$ cat src/design/assert_macros.svh
// Assertion macros shared by the property record scanner RTL.
`ifndef ASSERT_MACROS_SVH
`define ASSERT_MACROS_SVH

`ifndef ASSERT_OFF

// Checked property, disabled while reset is asserted (active low).
`define ASSERT_CLK_RST(lbl, clk, rstn, prop, msg) \
    lbl: assert property (@(posedge clk) disable iff (!rstn) prop) else $error(msg);

// Checked property, evaluated during reset as well.
`define ASSERT_CLK(lbl, clk, prop, msg) \
    lbl: assert property (@(posedge clk) prop) else $error(msg);

`else

`define ASSERT_CLK_RST(lbl, clk, rstn, prop, msg)
`define ASSERT_CLK(lbl, clk, prop, msg)

`endif

`endif

$ cat src/design/prscan_pkg.sv
// Shared types and constants for the property record scanner.
package prscan_pkg;

    localparam logic [7:0] CMD_SET_PROPERTY = 8'h11;
    localparam logic [7:0] MIN_SET_LEN      = 8'h05;
    localparam logic [7:0] MAX_SET_LEN      = 8'h10;
    localparam logic [8:0] HEADER_EXTRA     = 9'd4;
    localparam logic [8:0] VALUE_OFFSET     = 9'd5;

    typedef enum logic [1:0] {
        STATUS_NOT_FOUND = 2'd0,
        STATUS_FOUND     = 2'd1,
        STATUS_MALFORMED = 2'd2
    } status_t;

    typedef enum logic {
        REG_TARGET_GROUP   = 1'b0,
        REG_TARGET_ADDRESS = 1'b1
    } cfg_reg_t;

endpackage

$ cat src/design/property_record_scanner_core.sv
// Property record scanner: byte-serial parser for arrays of length-prefixed command records.
//
// One byte per cycle is taken on s_ while s_ready is high; s_array_start marks the
// first byte of an array and restarts the scan. Each record is a length byte L
// followed by L bytes, the first being the command byte; a zero length byte where
// a record begins ends the array. Only set-property records (command 0x11) are
// parsed: L, 0x11, group, count, start, then count value bytes, with L in 5..16
// and L equal to count + 4. When group equals target_group and target_address
// lies in [start, start + count) the value at that offset is captured; later hits
// overwrite earlier ones. At the end of the array, or on a malformed set-property
// record, one result request goes out on the m_ channel (status 0 not found,
// 1 found, 2 malformed; value is zero unless found) and bytes are then ignored
// until the next array start.
// Throughput is one byte per cycle, but for the stall on a second result below. A byte
// is captured in the input register, where the parser state and the result are
// worked out from it, and a result request is then raised on m_valid from the
// result register. The result register and the input register together let bytes
// that give no result keep flowing while a result request waits on m_ready; a byte
// that would give a second result waits in the input register until the first is
// taken.
// Configuration: cfg_wr_en with cfg_index 0 writes target_group, index 1 writes
// target_address; write only while no array is being scanned.
module property_record_scanner_core
    import prscan_pkg::*;
(
    input  logic       aclk,
    input  logic       aresetn,

    input  logic       cfg_wr_en,
    input  logic       cfg_index,
    input  logic [7:0] cfg_wr_data,

    input  logic       s_valid,
    output logic       s_ready,
    input  logic [7:0] s_data_byte,
    input  logic       s_array_start,

    output logic       m_valid,
    input  logic       m_ready,
    output logic [1:0] m_status,
    output logic [7:0] m_property_value
);

`include "assert_macros.svh"

    // Configuration registers
    logic [7:0] target_group_reg;
    logic [7:0] target_address_reg;

    // Input register
    logic       in_valid_reg;
    logic [7:0] in_byte_reg;
    logic       in_start_reg;

    // Parser state
    logic       scan_active_reg,     scan_active_next;
    logic [7:0] byte_position_reg,   byte_position_next;
    logic [7:0] record_length_reg,   record_length_next;
    logic       is_set_property_reg, is_set_property_next;
    logic       group_matches_reg,   group_matches_next;
    logic [7:0] value_count_reg,     value_count_next;
    logic [8:0] wanted_position_reg, wanted_position_next;
    logic       match_pending_reg,   match_pending_next;
    logic       found_flag_reg,      found_flag_next;
    logic [7:0] latched_value_reg,   latched_value_next;

    // Result register
    logic       m_valid_reg;
    status_t    m_status_reg;
    logic [7:0] m_value_reg;

    // Result produced by the byte in the input register
    logic       res_valid;
    status_t    res_status;
    logic [7:0] res_value;

    logic       advance;
    logic [8:0] range_end;   // start + count, never wraps
    logic [8:0] len_expect;  // count + 4

    // The input stage moves on unless it would overwrite a result still waiting.
    assign advance = in_valid_reg && (!res_valid || !m_valid_reg || m_ready);
    assign s_ready = !in_valid_reg || advance;

    assign range_end  = {1'b0, value_count_next} + {1'b0, in_byte_reg};
    assign len_expect = {1'b0, in_byte_reg} + HEADER_EXTRA;

    // Parser next state. Note value_count_next is final before range_end is used:
    // the start byte comes one record position after the count byte.
    always_comb begin
        scan_active_next     = scan_active_reg;
        byte_position_next   = byte_position_reg;
        record_length_next   = record_length_reg;
        is_set_property_next = is_set_property_reg;
        group_matches_next   = group_matches_reg;
        value_count_next     = value_count_reg;
        wanted_position_next = wanted_position_reg;
        match_pending_next   = match_pending_reg;
        found_flag_next      = found_flag_reg;
        latched_value_next   = latched_value_reg;
        res_valid            = 1'b0;
        res_status           = STATUS_NOT_FOUND;
        res_value            = 8'd0;

        // array start wipes the scan and opens a new one
        if (in_start_reg) begin
            scan_active_next     = 1'b1;
            byte_position_next   = 8'd0;
            record_length_next   = 8'd0;
            is_set_property_next = 1'b0;
            group_matches_next   = 1'b0;
            value_count_next     = 8'd0;
            wanted_position_next = 9'd0;
            match_pending_next   = 1'b0;
            found_flag_next      = 1'b0;
            latched_value_next   = 8'd0;
        end

        if (scan_active_next) begin
            if (byte_position_next == 8'd0) begin
                if (in_byte_reg == 8'd0) begin
                    // terminator
                    res_valid        = 1'b1;
                    res_status       = found_flag_next ? STATUS_FOUND : STATUS_NOT_FOUND;
                    res_value        = found_flag_next ? latched_value_next : 8'd0;
                    scan_active_next = 1'b0;
                end else begin
                    record_length_next   = in_byte_reg;
                    is_set_property_next = 1'b0;
                    group_matches_next   = 1'b0;
                    match_pending_next   = 1'b0;
                    byte_position_next   = 8'd1;
                end
            end else begin
                if (byte_position_next == 8'd1) begin
                    is_set_property_next = (in_byte_reg == CMD_SET_PROPERTY);
                    if (is_set_property_next && (record_length_next < MIN_SET_LEN ||
                                                 record_length_next > MAX_SET_LEN)) begin
                        res_valid  = 1'b1;
                        res_status = STATUS_MALFORMED;
                    end
                end else if (is_set_property_next) begin
                    if (byte_position_next == 8'd2) begin
                        group_matches_next = (in_byte_reg == target_group_reg);
                    end else if (byte_position_next == 8'd3) begin
                        value_count_next = in_byte_reg;
                        if ({1'b0, record_length_next} != len_expect) begin
                            res_valid  = 1'b1;
                            res_status = STATUS_MALFORMED;
                        end
                    end else if (byte_position_next == 8'd4) begin
                        if (group_matches_next && in_byte_reg <= target_address_reg &&
                            {1'b0, target_address_reg} < range_end) begin
                            wanted_position_next = VALUE_OFFSET +
                                {1'b0, target_address_reg - in_byte_reg};
                            match_pending_next   = 1'b1;
                        end
                    end else if (match_pending_next &&
                                 {1'b0, byte_position_next} == wanted_position_next) begin
                        latched_value_next = in_byte_reg;
                        found_flag_next    = 1'b1;
                        match_pending_next = 1'b0;
                    end
                end

                if (res_valid) begin
                    scan_active_next = 1'b0;
                end else if (byte_position_next >= record_length_next) begin
                    byte_position_next = 8'd0;
                end else begin
                    byte_position_next = byte_position_next + 8'd1;
                end
            end
        end
    end

    // Configuration writes
    always_ff @(posedge aclk) begin
        if (!aresetn) begin
            target_group_reg   <= 8'd0;
            target_address_reg <= 8'd0;
        end else if (cfg_wr_en) begin
            unique case (cfg_reg_t'(cfg_index))
                REG_TARGET_GROUP:   target_group_reg   <= cfg_wr_data;
                REG_TARGET_ADDRESS: target_address_reg <= cfg_wr_data;
                default:            target_group_reg   <= target_group_reg;
            endcase
        end
    end

    // Input register
    always_ff @(posedge aclk) begin
        if (!aresetn) begin
            in_valid_reg <= 1'b0;
        end else if (s_valid && s_ready) begin
            in_valid_reg <= 1'b1;
        end else if (advance) begin
            in_valid_reg <= 1'b0;
        end
    end

    always_ff @(posedge aclk) begin
        if (s_valid && s_ready) begin
            in_byte_reg  <= s_data_byte;
            in_start_reg <= s_array_start;
        end
    end

    // Parser state
    always_ff @(posedge aclk) begin
        if (!aresetn) begin
            scan_active_reg     <= 1'b0;
            byte_position_reg   <= 8'd0;
            record_length_reg   <= 8'd0;
            is_set_property_reg <= 1'b0;
            group_matches_reg   <= 1'b0;
            value_count_reg     <= 8'd0;
            wanted_position_reg <= 9'd0;
            match_pending_reg   <= 1'b0;
            found_flag_reg      <= 1'b0;
            latched_value_reg   <= 8'd0;
        end else if (advance) begin
            scan_active_reg     <= scan_active_next;
            byte_position_reg   <= byte_position_next;
            record_length_reg   <= record_length_next;
            is_set_property_reg <= is_set_property_next;
            group_matches_reg   <= group_matches_next;
            value_count_reg     <= value_count_next;
            wanted_position_reg <= wanted_position_next;
            match_pending_reg   <= match_pending_next;
            found_flag_reg      <= found_flag_next;
            latched_value_reg   <= latched_value_next;
        end
    end

    // Result register
    always_ff @(posedge aclk) begin
        if (!aresetn) begin
            m_valid_reg <= 1'b0;
        end else if (advance && res_valid) begin
            m_valid_reg <= 1'b1;
        end else if (m_ready) begin
            m_valid_reg <= 1'b0;
        end
    end

    always_ff @(posedge aclk) begin
        if (advance && res_valid) begin
            m_status_reg <= res_status;
            m_value_reg  <= res_value;
        end
    end

    assign m_valid          = m_valid_reg;
    assign m_status         = m_status_reg;
    assign m_property_value = m_value_reg;

    // Checks
    `ASSERT_CLK_RST(a_result_ends_scan, aclk, aresetn,
        (advance && res_valid) |=> !scan_active_reg,
        "scan still active after a result request")
    `ASSERT_CLK_RST(a_value_zero_unless_found, aclk, aresetn,
        (m_valid_reg && m_status_reg != STATUS_FOUND) |-> m_value_reg == 8'd0,
        "non-zero value on a not-found or malformed result")
    `ASSERT_CLK_RST(a_pending_needs_group, aclk, aresetn,
        match_pending_reg |-> (is_set_property_reg && group_matches_reg),
        "match pending outside a matching set-property record")
    `ASSERT_CLK_RST(a_wanted_in_range, aclk, aresetn,
        match_pending_reg |-> (wanted_position_reg >= VALUE_OFFSET &&
                               wanted_position_reg <= 9'd260),
        "wanted position outside the value bytes")
    `ASSERT_CLK_RST(a_stalled_byte_held, aclk, aresetn,
        (in_valid_reg && !advance) |=> (in_valid_reg && $stable(in_byte_reg)),
        "input register changed while stalled")

endmodule
$ cat config.mk
export PLATFORM = sky130hd
export DESIGN_NAME = property_record_scanner_core
export DESIGN_NICKNAME = d
export VERILOG_FILES = /design/src/design/prscan_pkg.sv /design/src/design/property_record_scanner_core.sv
export VERILOG_INCLUDE_DIRS = /design/src /design/src/design
export SDC_FILE = /design/constraint.sdc
export NUM_CORES = 1
export LEC_CHECK = 0
export BUFFER_PORTS_ARGS = -buffer_cell sky130_fd_sc_hd__clkbuf_2
export CORE_MARGIN = 2
export CORE_UTILIZATION = 55
export CTS_CLUSTER_DIAMETER = 40
export DETAILED_ROUTE_END_ITERATION = 6
export PLACE_DENSITY = 0.82
export SLEW_MARGIN = 20
export SYNTH_ARGS = -nofsm -noshare
export SYNTH_HDL_FRONTEND = slang
export SYNTH_SLANG_ARGS = --single-unit
$ cat constraint.sdc
create_clock -name aclk -period 5.58 [get_ports aclk]
set_input_delay 1.395 -clock aclk [delete_from_list [all_inputs] [get_ports aclk]]
set_output_delay 1.395 -clock aclk [all_outputs]
set_load 0.005 [all_outputs]
==> Word level (Yosys, flattened, before mapping) <==
Cells that the tools add are included.
{ "word_totals": {"output_inout_bits": 12, "wordCells": 154, "register_bits": 83, "input_bits": 23} }
{ "classes": {"bitwise_logic": 1, "addsub": 5, "reduce_logical": 21, "n_lt_le_gt_ge": 5, "n_mux": 96, "n_eq_ne": 8} }
{ "op_table": {"columns": ["operator", "n"], "rows": [
  ["$mux W8", 26],
  ["$mux W9", 9],
  ["$mux W1", 54],
  ["$eq A8 B2 Y1 const B", 2],
  ["$logic_not A8 Y1", 2],
  ["$mux W2", 7],
  ["$add A3 B8 Y9 const A", 1],
  ["$add A8 B3 Y9 const B", 1],
  ["$add A8 B8 Y9", 1],
  ["$eq A8 B9 Y1", 1],
  ["$lt A8 B9 Y1", 1],
  ["$ne A8 B9 Y1", 1],
  ["$add A8 B1 Y8 const B", 1],
  ["$eq A8 B1 Y1 const B", 1],
  ["$eq A8 B3 Y1 const B", 1],
  ["$eq A8 B5 Y1 const B", 1],
  ["$eq A8 B8 Y1", 1],
  ["$ge A8 B8 Y1", 1],
  ["$gt A8 B5 Y1 const B", 1],
  ["$le A8 B8 Y1", 1],
  ["$lt A8 B3 Y1 const B", 1],
  ["$sub A8 B8 Y8", 1],
  ["$logic_and A1 B1 Y1", 7],
  ["$logic_or A1 B1 Y1", 4],
  ["5 further kinds", 9]
]} }

==> Depth between registers and ports, before layout <==
{ "logic_depth": {"word_depth": 19, "mapped_depth": 29} }

==> Worst setup path after synthesis <==
No wires, ideal clock.
{ "synth_timing": {"path_kind": "register to register", "startpoint": "reg in_start_reg", "endpoint": "reg wanted_position_reg[1]", "t_arrival_ns": 6.070, "path_stages_with_launch": 28, "synth_period_minus_slack_ns": 6.129, "required_time_ns": 5.521, "setup_slack_ns": -0.549, "path_cell_list": "edfxtp_1 -> buf_2 -> buf_2 -> clkbuf_1 -> clkbuf_1 -> nor2b_1 -> ha_1 -> nor4bb_1 -> nand2_1 -> nor3_1 -> clkbuf_1 -> nand2_1 -> o21ai_0 -> ha_1 -> a21o_1 -> a21o_1 -> a21o_1 -> a21oi_1 -> xor2_1 -> ha_1 -> nand3_1 -> nor2_1 -> a21oi_1 -> a2111oi_0 -> nor3_1 -> or2_2 -> a21boi_2 -> a22o_1"} }
{ "synth_between": {"elab_chain_cells": 19} }
{ "synth_rtl": {"columns": ["element", "line", "rtl"], "rows": [
  ["start, declared", "property_record_scanner_core.sv:53", "logic in_start_reg;"],
  ["start signal, assigned", "property_record_scanner_core.sv:205", "in_start_reg <= s_array_start;"],
  ["$mux W8", "property_record_scanner_core.sv:106", "if (in_start_reg) begin"],
  ["$eq A8 B2 Y1", "property_record_scanner_core.sv:145", "end else if (byte_position_next == 8'd3) begin"],
  ["$mux W8", "property_record_scanner_core.sv:145", null],
  ["$mux W8", "property_record_scanner_core.sv:143", "if (byte_position_next == 8'd2) begin"],
  ["$mux W8", "property_record_scanner_core.sv:142", "end else if (is_set_property_next) begin"],
  ["$mux W8", "property_record_scanner_core.sv:135", "if (byte_position_next == 8'd1) begin"],
  ["$mux W8", "property_record_scanner_core.sv:120", "if (byte_position_next == 8'd0) begin"],
  ["$mux W8 (*)", "property_record_scanner_core.sv:119", "if (scan_active_next) begin"],
  ["net value_count_next[1]", "property_record_scanner_core.sv:61", "logic [7:0] value_count_reg, value_count_next;"],
  ["[... 3 more ...]", null, null],
  ["$mux W9 (*)", "property_record_scanner_core.sv:152", "if (group_matches_next && in_byte_reg <= target_address_reg &&"],
  ["$mux W9 (*)", "property_record_scanner_core.sv:151", "end else if (byte_position_next == 8'd4) begin"],
  ["$mux W9 (*)", "property_record_scanner_core.sv:145", null],
  ["$mux W9 (*)", "property_record_scanner_core.sv:143", null],
  ["$mux W9 (*)", "property_record_scanner_core.sv:142", null],
  ["$mux W9 (*)", "property_record_scanner_core.sv:135", null],
  ["$mux W9 (*)", "property_record_scanner_core.sv:120", null],
  ["$mux W9 (*)", "property_record_scanner_core.sv:119", null],
  ["end signal, assigned", "property_record_scanner_core.sv:229", "wanted_position_reg <= wanted_position_next;"],
  ["end, declared", "property_record_scanner_core.sv:62", "logic [8:0] wanted_position_reg, wanted_position_next;"]
]} }
The timed path passes the listed nets; every way through them passes the cells marked *. The select of a mux whose other input is x is not followed.
A chain may end at the register's enable or synchronous reset.

==> Worst setup path after layout <==
Same ends and word-level chain as after synthesis.

==> summary.txt <==
Cells and area
  • Number of flip-flops in the largest register: 9
  • Fill cells: ~800
  • Register Area: approximately 1900 µm²
  • Finished Cell Area: approximately 5900 µm²
  • Layout cells sized above 1: 0.132
  • Area grow syn2layout: 10.1%
  • Post-layout util: 0.629
  • Antenna diodes: 0
  • Footprint of the multi-input gates: ~3300 µm²
  • Nets@finish: 680

Critical path
  • CP required: between 5 and 6 ns
  • Worst-path maximum fanout: 15
  • CP endpoint kind: register
  • CP arrival: roughly 5.5 ns
  • CP startpoint kind: register
  • Critical path class: reg -> reg

Place
  • Post-DP HPWL: 10.3 mm
  • Pre-CTS WS: between 0.3 and 0.4 ns
  • Placed Area: 5610 µm²
  • IO buf count: 34
  • Routability Congestion: 0.995

Drt
  • Starting DRT DRC Count: 430
  • Mean routed wirelength per cell: between 15 and 20 µm
  • Routed Antenna Nets: 0
  • Pre-antenna DRT Iters: 5
  • Vias: between 4000 and 5000
  • Vias/cell: 6.28
  • Drt total wl: 13.9 mm
  • Drc violations: 0

Yosys
  • Mean post-synth cell area: ~9 µm²
  • Top_reg_cell synth: dfxtp_1
  • FFs w/ async S/R, synth: 0
  • Register area share after synthesis: 0.348
  • Cell Area, Synth: approximately 5300 µm²
  • Mapped Cells: 596
  • Synth warn: 0
  • Mapped Nets: 658
  • Synth Register Bits: slightly above 80
  • Netlist cell types: 71
  • EDFF count, synth: 19

Timing
  • Hold Fails Final Rpt: 0
  • Slew Limit Fails: 0
  • Clk_skew: 0.0242 ns
  • Min Tclk post-route: 5.20 ns
  • Slew HR: 0.304
  • RSZ-0062 raised after global routing: false
  • Hold slack: 0.472 ns
  • Slack of the critical path: 0.384 ns
  • Max Freq: just under 200 MHz
  • Final setup violation count: 0
  • Tcrit/Tclk final: 0.931
  • Slew @ Worst Pin: ~1.0 ns
  • Setup TNS: 0 ns

Global route
  • Largest net degree at the start of global routing: 55
  • Initial antenna violation count: 0
  • GRT overflow: 0
  • Total GRT Usage: 0.276
  • First-pass GRT wire length: roughly 22 mm
  • Vias in the first global route: between 4000 and 5000

Floorplan
  • Die Height: 102 µm
  • Core ar.: 9330 µm²
  • Die X: just over 100 µm
  • Die area: around 10000 µm²
  • Row cnt: 35
  • Initial core utilization: 0.571
  • # IOs: 35

Power and ir drop
  • Sw Ratio: 0.292
  • Worst vdd ir: 0.193 mV
  • Power per Cell Area: about 240 nW/µm²
  • Sw power: about 0.40 mW
  • Pleak: about 2.4 nW
  • Int Power: a little under 1 mW
  • Seq pwr share: 0.478
  • Combinational share of power: 0.157
  • Clock share of power: 0.365

Clock tree
  • Worst skew pair latency: approximately 0.38 ns
  • Post-CTS Setup Inserts: 0
  • Clk root buf: clkbuf_8
  • CTS buffer count: 9
  • CTS tree: done
  • CTS Buffer Depth: 2
  • Worst-path clk slew: ~0.11 ns
  • H-tree depth: 3
  • CTS Sinks: 83

Hold path
  • Hold WC Path Type: reg -> reg

Status
  • Status: completed

Job
  • Max-cap violation count: 0
placed cells by master (no fill, tap or decap), drive strengths merged, types with 4 or more instances in the layout:
master,n
clkbuf,43
a31oi,4
and2,12
nor2,29
a211oi,5
nor4,7
edfxtp,19
a211o,6
a22o,11
and3,9
o2111ai,5
ha,37
a21oi,15
buf,11
nor3,17
o2bb2ai,7
o21bai,6
nand2b,8
a21o,7
nand2,74
o21ai,26
xor2,16
xnor2,21
inv,25
a32o,17
nand3,24
dfxtp,64
nand4,4
a21boi,22
nor2b,15
o31ai,5
power by group through the flow:
stage          logic [mW]  registers (mW)  clock network [mW]
6_report            0.217           0.660               0.504
5_1_grt             0.239           0.662               0.529
4_1_cts             0.212           0.659               0.507
3_5_place_dp        0.210           0.673                   0
3_3_place_gp        0.204           0.672                   0
2_1_floorplan       0.173           0.653                   0
worst max-delay path: stages (launching register included):
cell       delay [ns]
edfxtp_1         0.52
nor2b_1          0.18
inv_1            0.08
ha_1             0.24
nor4bb_2         0.40
nand2_1          0.15
nor3_4           0.20
buf_4            0.22
o21ai_0          0.11
ha_1             0.21
fa_1             0.40
nand3_1          0.08
nand2_1          0.10
a31oi_1          0.21
xor2_1           0.09
ha_1             0.33
nand3_1          0.09
nor2_1           0.13
a21oi_1          0.11
a2111oi_4        0.41
nor3_2           0.12
or2_2            0.32
a21boi_4         0.26
a22o_1           0.17
per-layer routing:
| layer | up-vias | wire (µm) | track usage |
|---|---|---|---|
| li1 | 2233 | - | - |
| met1 | 2221 | 5960 | 0.376 |
| met2 | 226 | 6420 | 0.435 |
| met3 | 44 | 1110 | 0.0431 |
| met4 | 0 | 451 | 0.120 |
| met5 | - | 0 | 0 |
Yosys cell counts (all sizes together) (7+ instances only):
library cell / count / area (µm²)
xor2: 16 / 140
nand3: 24 / 120
clkbuf: 23 / 87.6
a22o: 11 / 97.6
edfxtp: 19 / 571
a21oi: 15 / 75.1
a32o: 17 / 170
xnor2: 21 / 184
and3: 9 / 57.6
nor4: 7 / 73.8
inv: 21 / 78.8
nand2: 74 / 278
a21boi: 22 / 173
ha: 37 / 463
nor3: 17 / 85.1
dfxtp: 64 / 1280
o2bb2ai: 7 / 61.3
o21ai: 26 / 130
nor2b: 15 / 93.8
and2: 12 / 75.1
nand2b: 8 / 50.1
a21o: 7 / 52.6
nor2: 29 / 109
buf: 11 / 70.1
final timing paths:
path                                                  start                                   to  slack, ns  cells after the start
worst min register to register  found_flag_reg$_SDFFE_PN0P_          found_flag_reg$_SDFFE_PN0P_       0.47                      2
worst min-delay path            found_flag_reg$_SDFFE_PN0P_          found_flag_reg$_SDFFE_PN0P_       0.47                      2
worst max register to register       in_start_reg$_DFFE_PP_  wanted_position_reg[1]$_SDFFE_PN0P_       0.38                     23
worst max-delay path                 in_start_reg$_DFFE_PP_  wanted_position_reg[1]$_SDFFE_PN0P_       0.38                     23
cell families after synthesis:
| group | count (synthesis) | share of synthesized area |
|---|---|---|
| AO/OA/AOI/OAI | 165 | 0.237 |
| buffers and inverters | 55 | 0.0444 |
| AND/OR/NAND/NOR | 213 | 0.203 |
| multiplexers | 2 | 0.00376 |
| flip-flops | 83 | 0.348 |
| adder cells (fa/ha/maj) | 39 | 0.0945 |
| XOR/XNOR | 39 | 0.0700 |
cell type report:
type,count,share of cell area
Clock buffer,9,0.0211
Clock inverter,7,0.0177
Inverter,21,0.0134
Multi-Input combinational cell,458,0.561
Sequential cell,83,0.316
Tap cell,129,0.0275
Timing Repair Buffer,45,0.0431
stage by stage:
step,total power [mW],std cells
final,1.38,752
after global routing,1.43,752
after CTS,1.38,752
after detailed placement,0.883,736
after global placement,0.876,736
after floorplan,0.826,596
repair_timing:
action | CTS | global route
gates resized for setup | 0 | 3
setup endpoints to repair | 0 | 9
hold buffers | 0 | 0
Power figures use the tool's default switching activity.
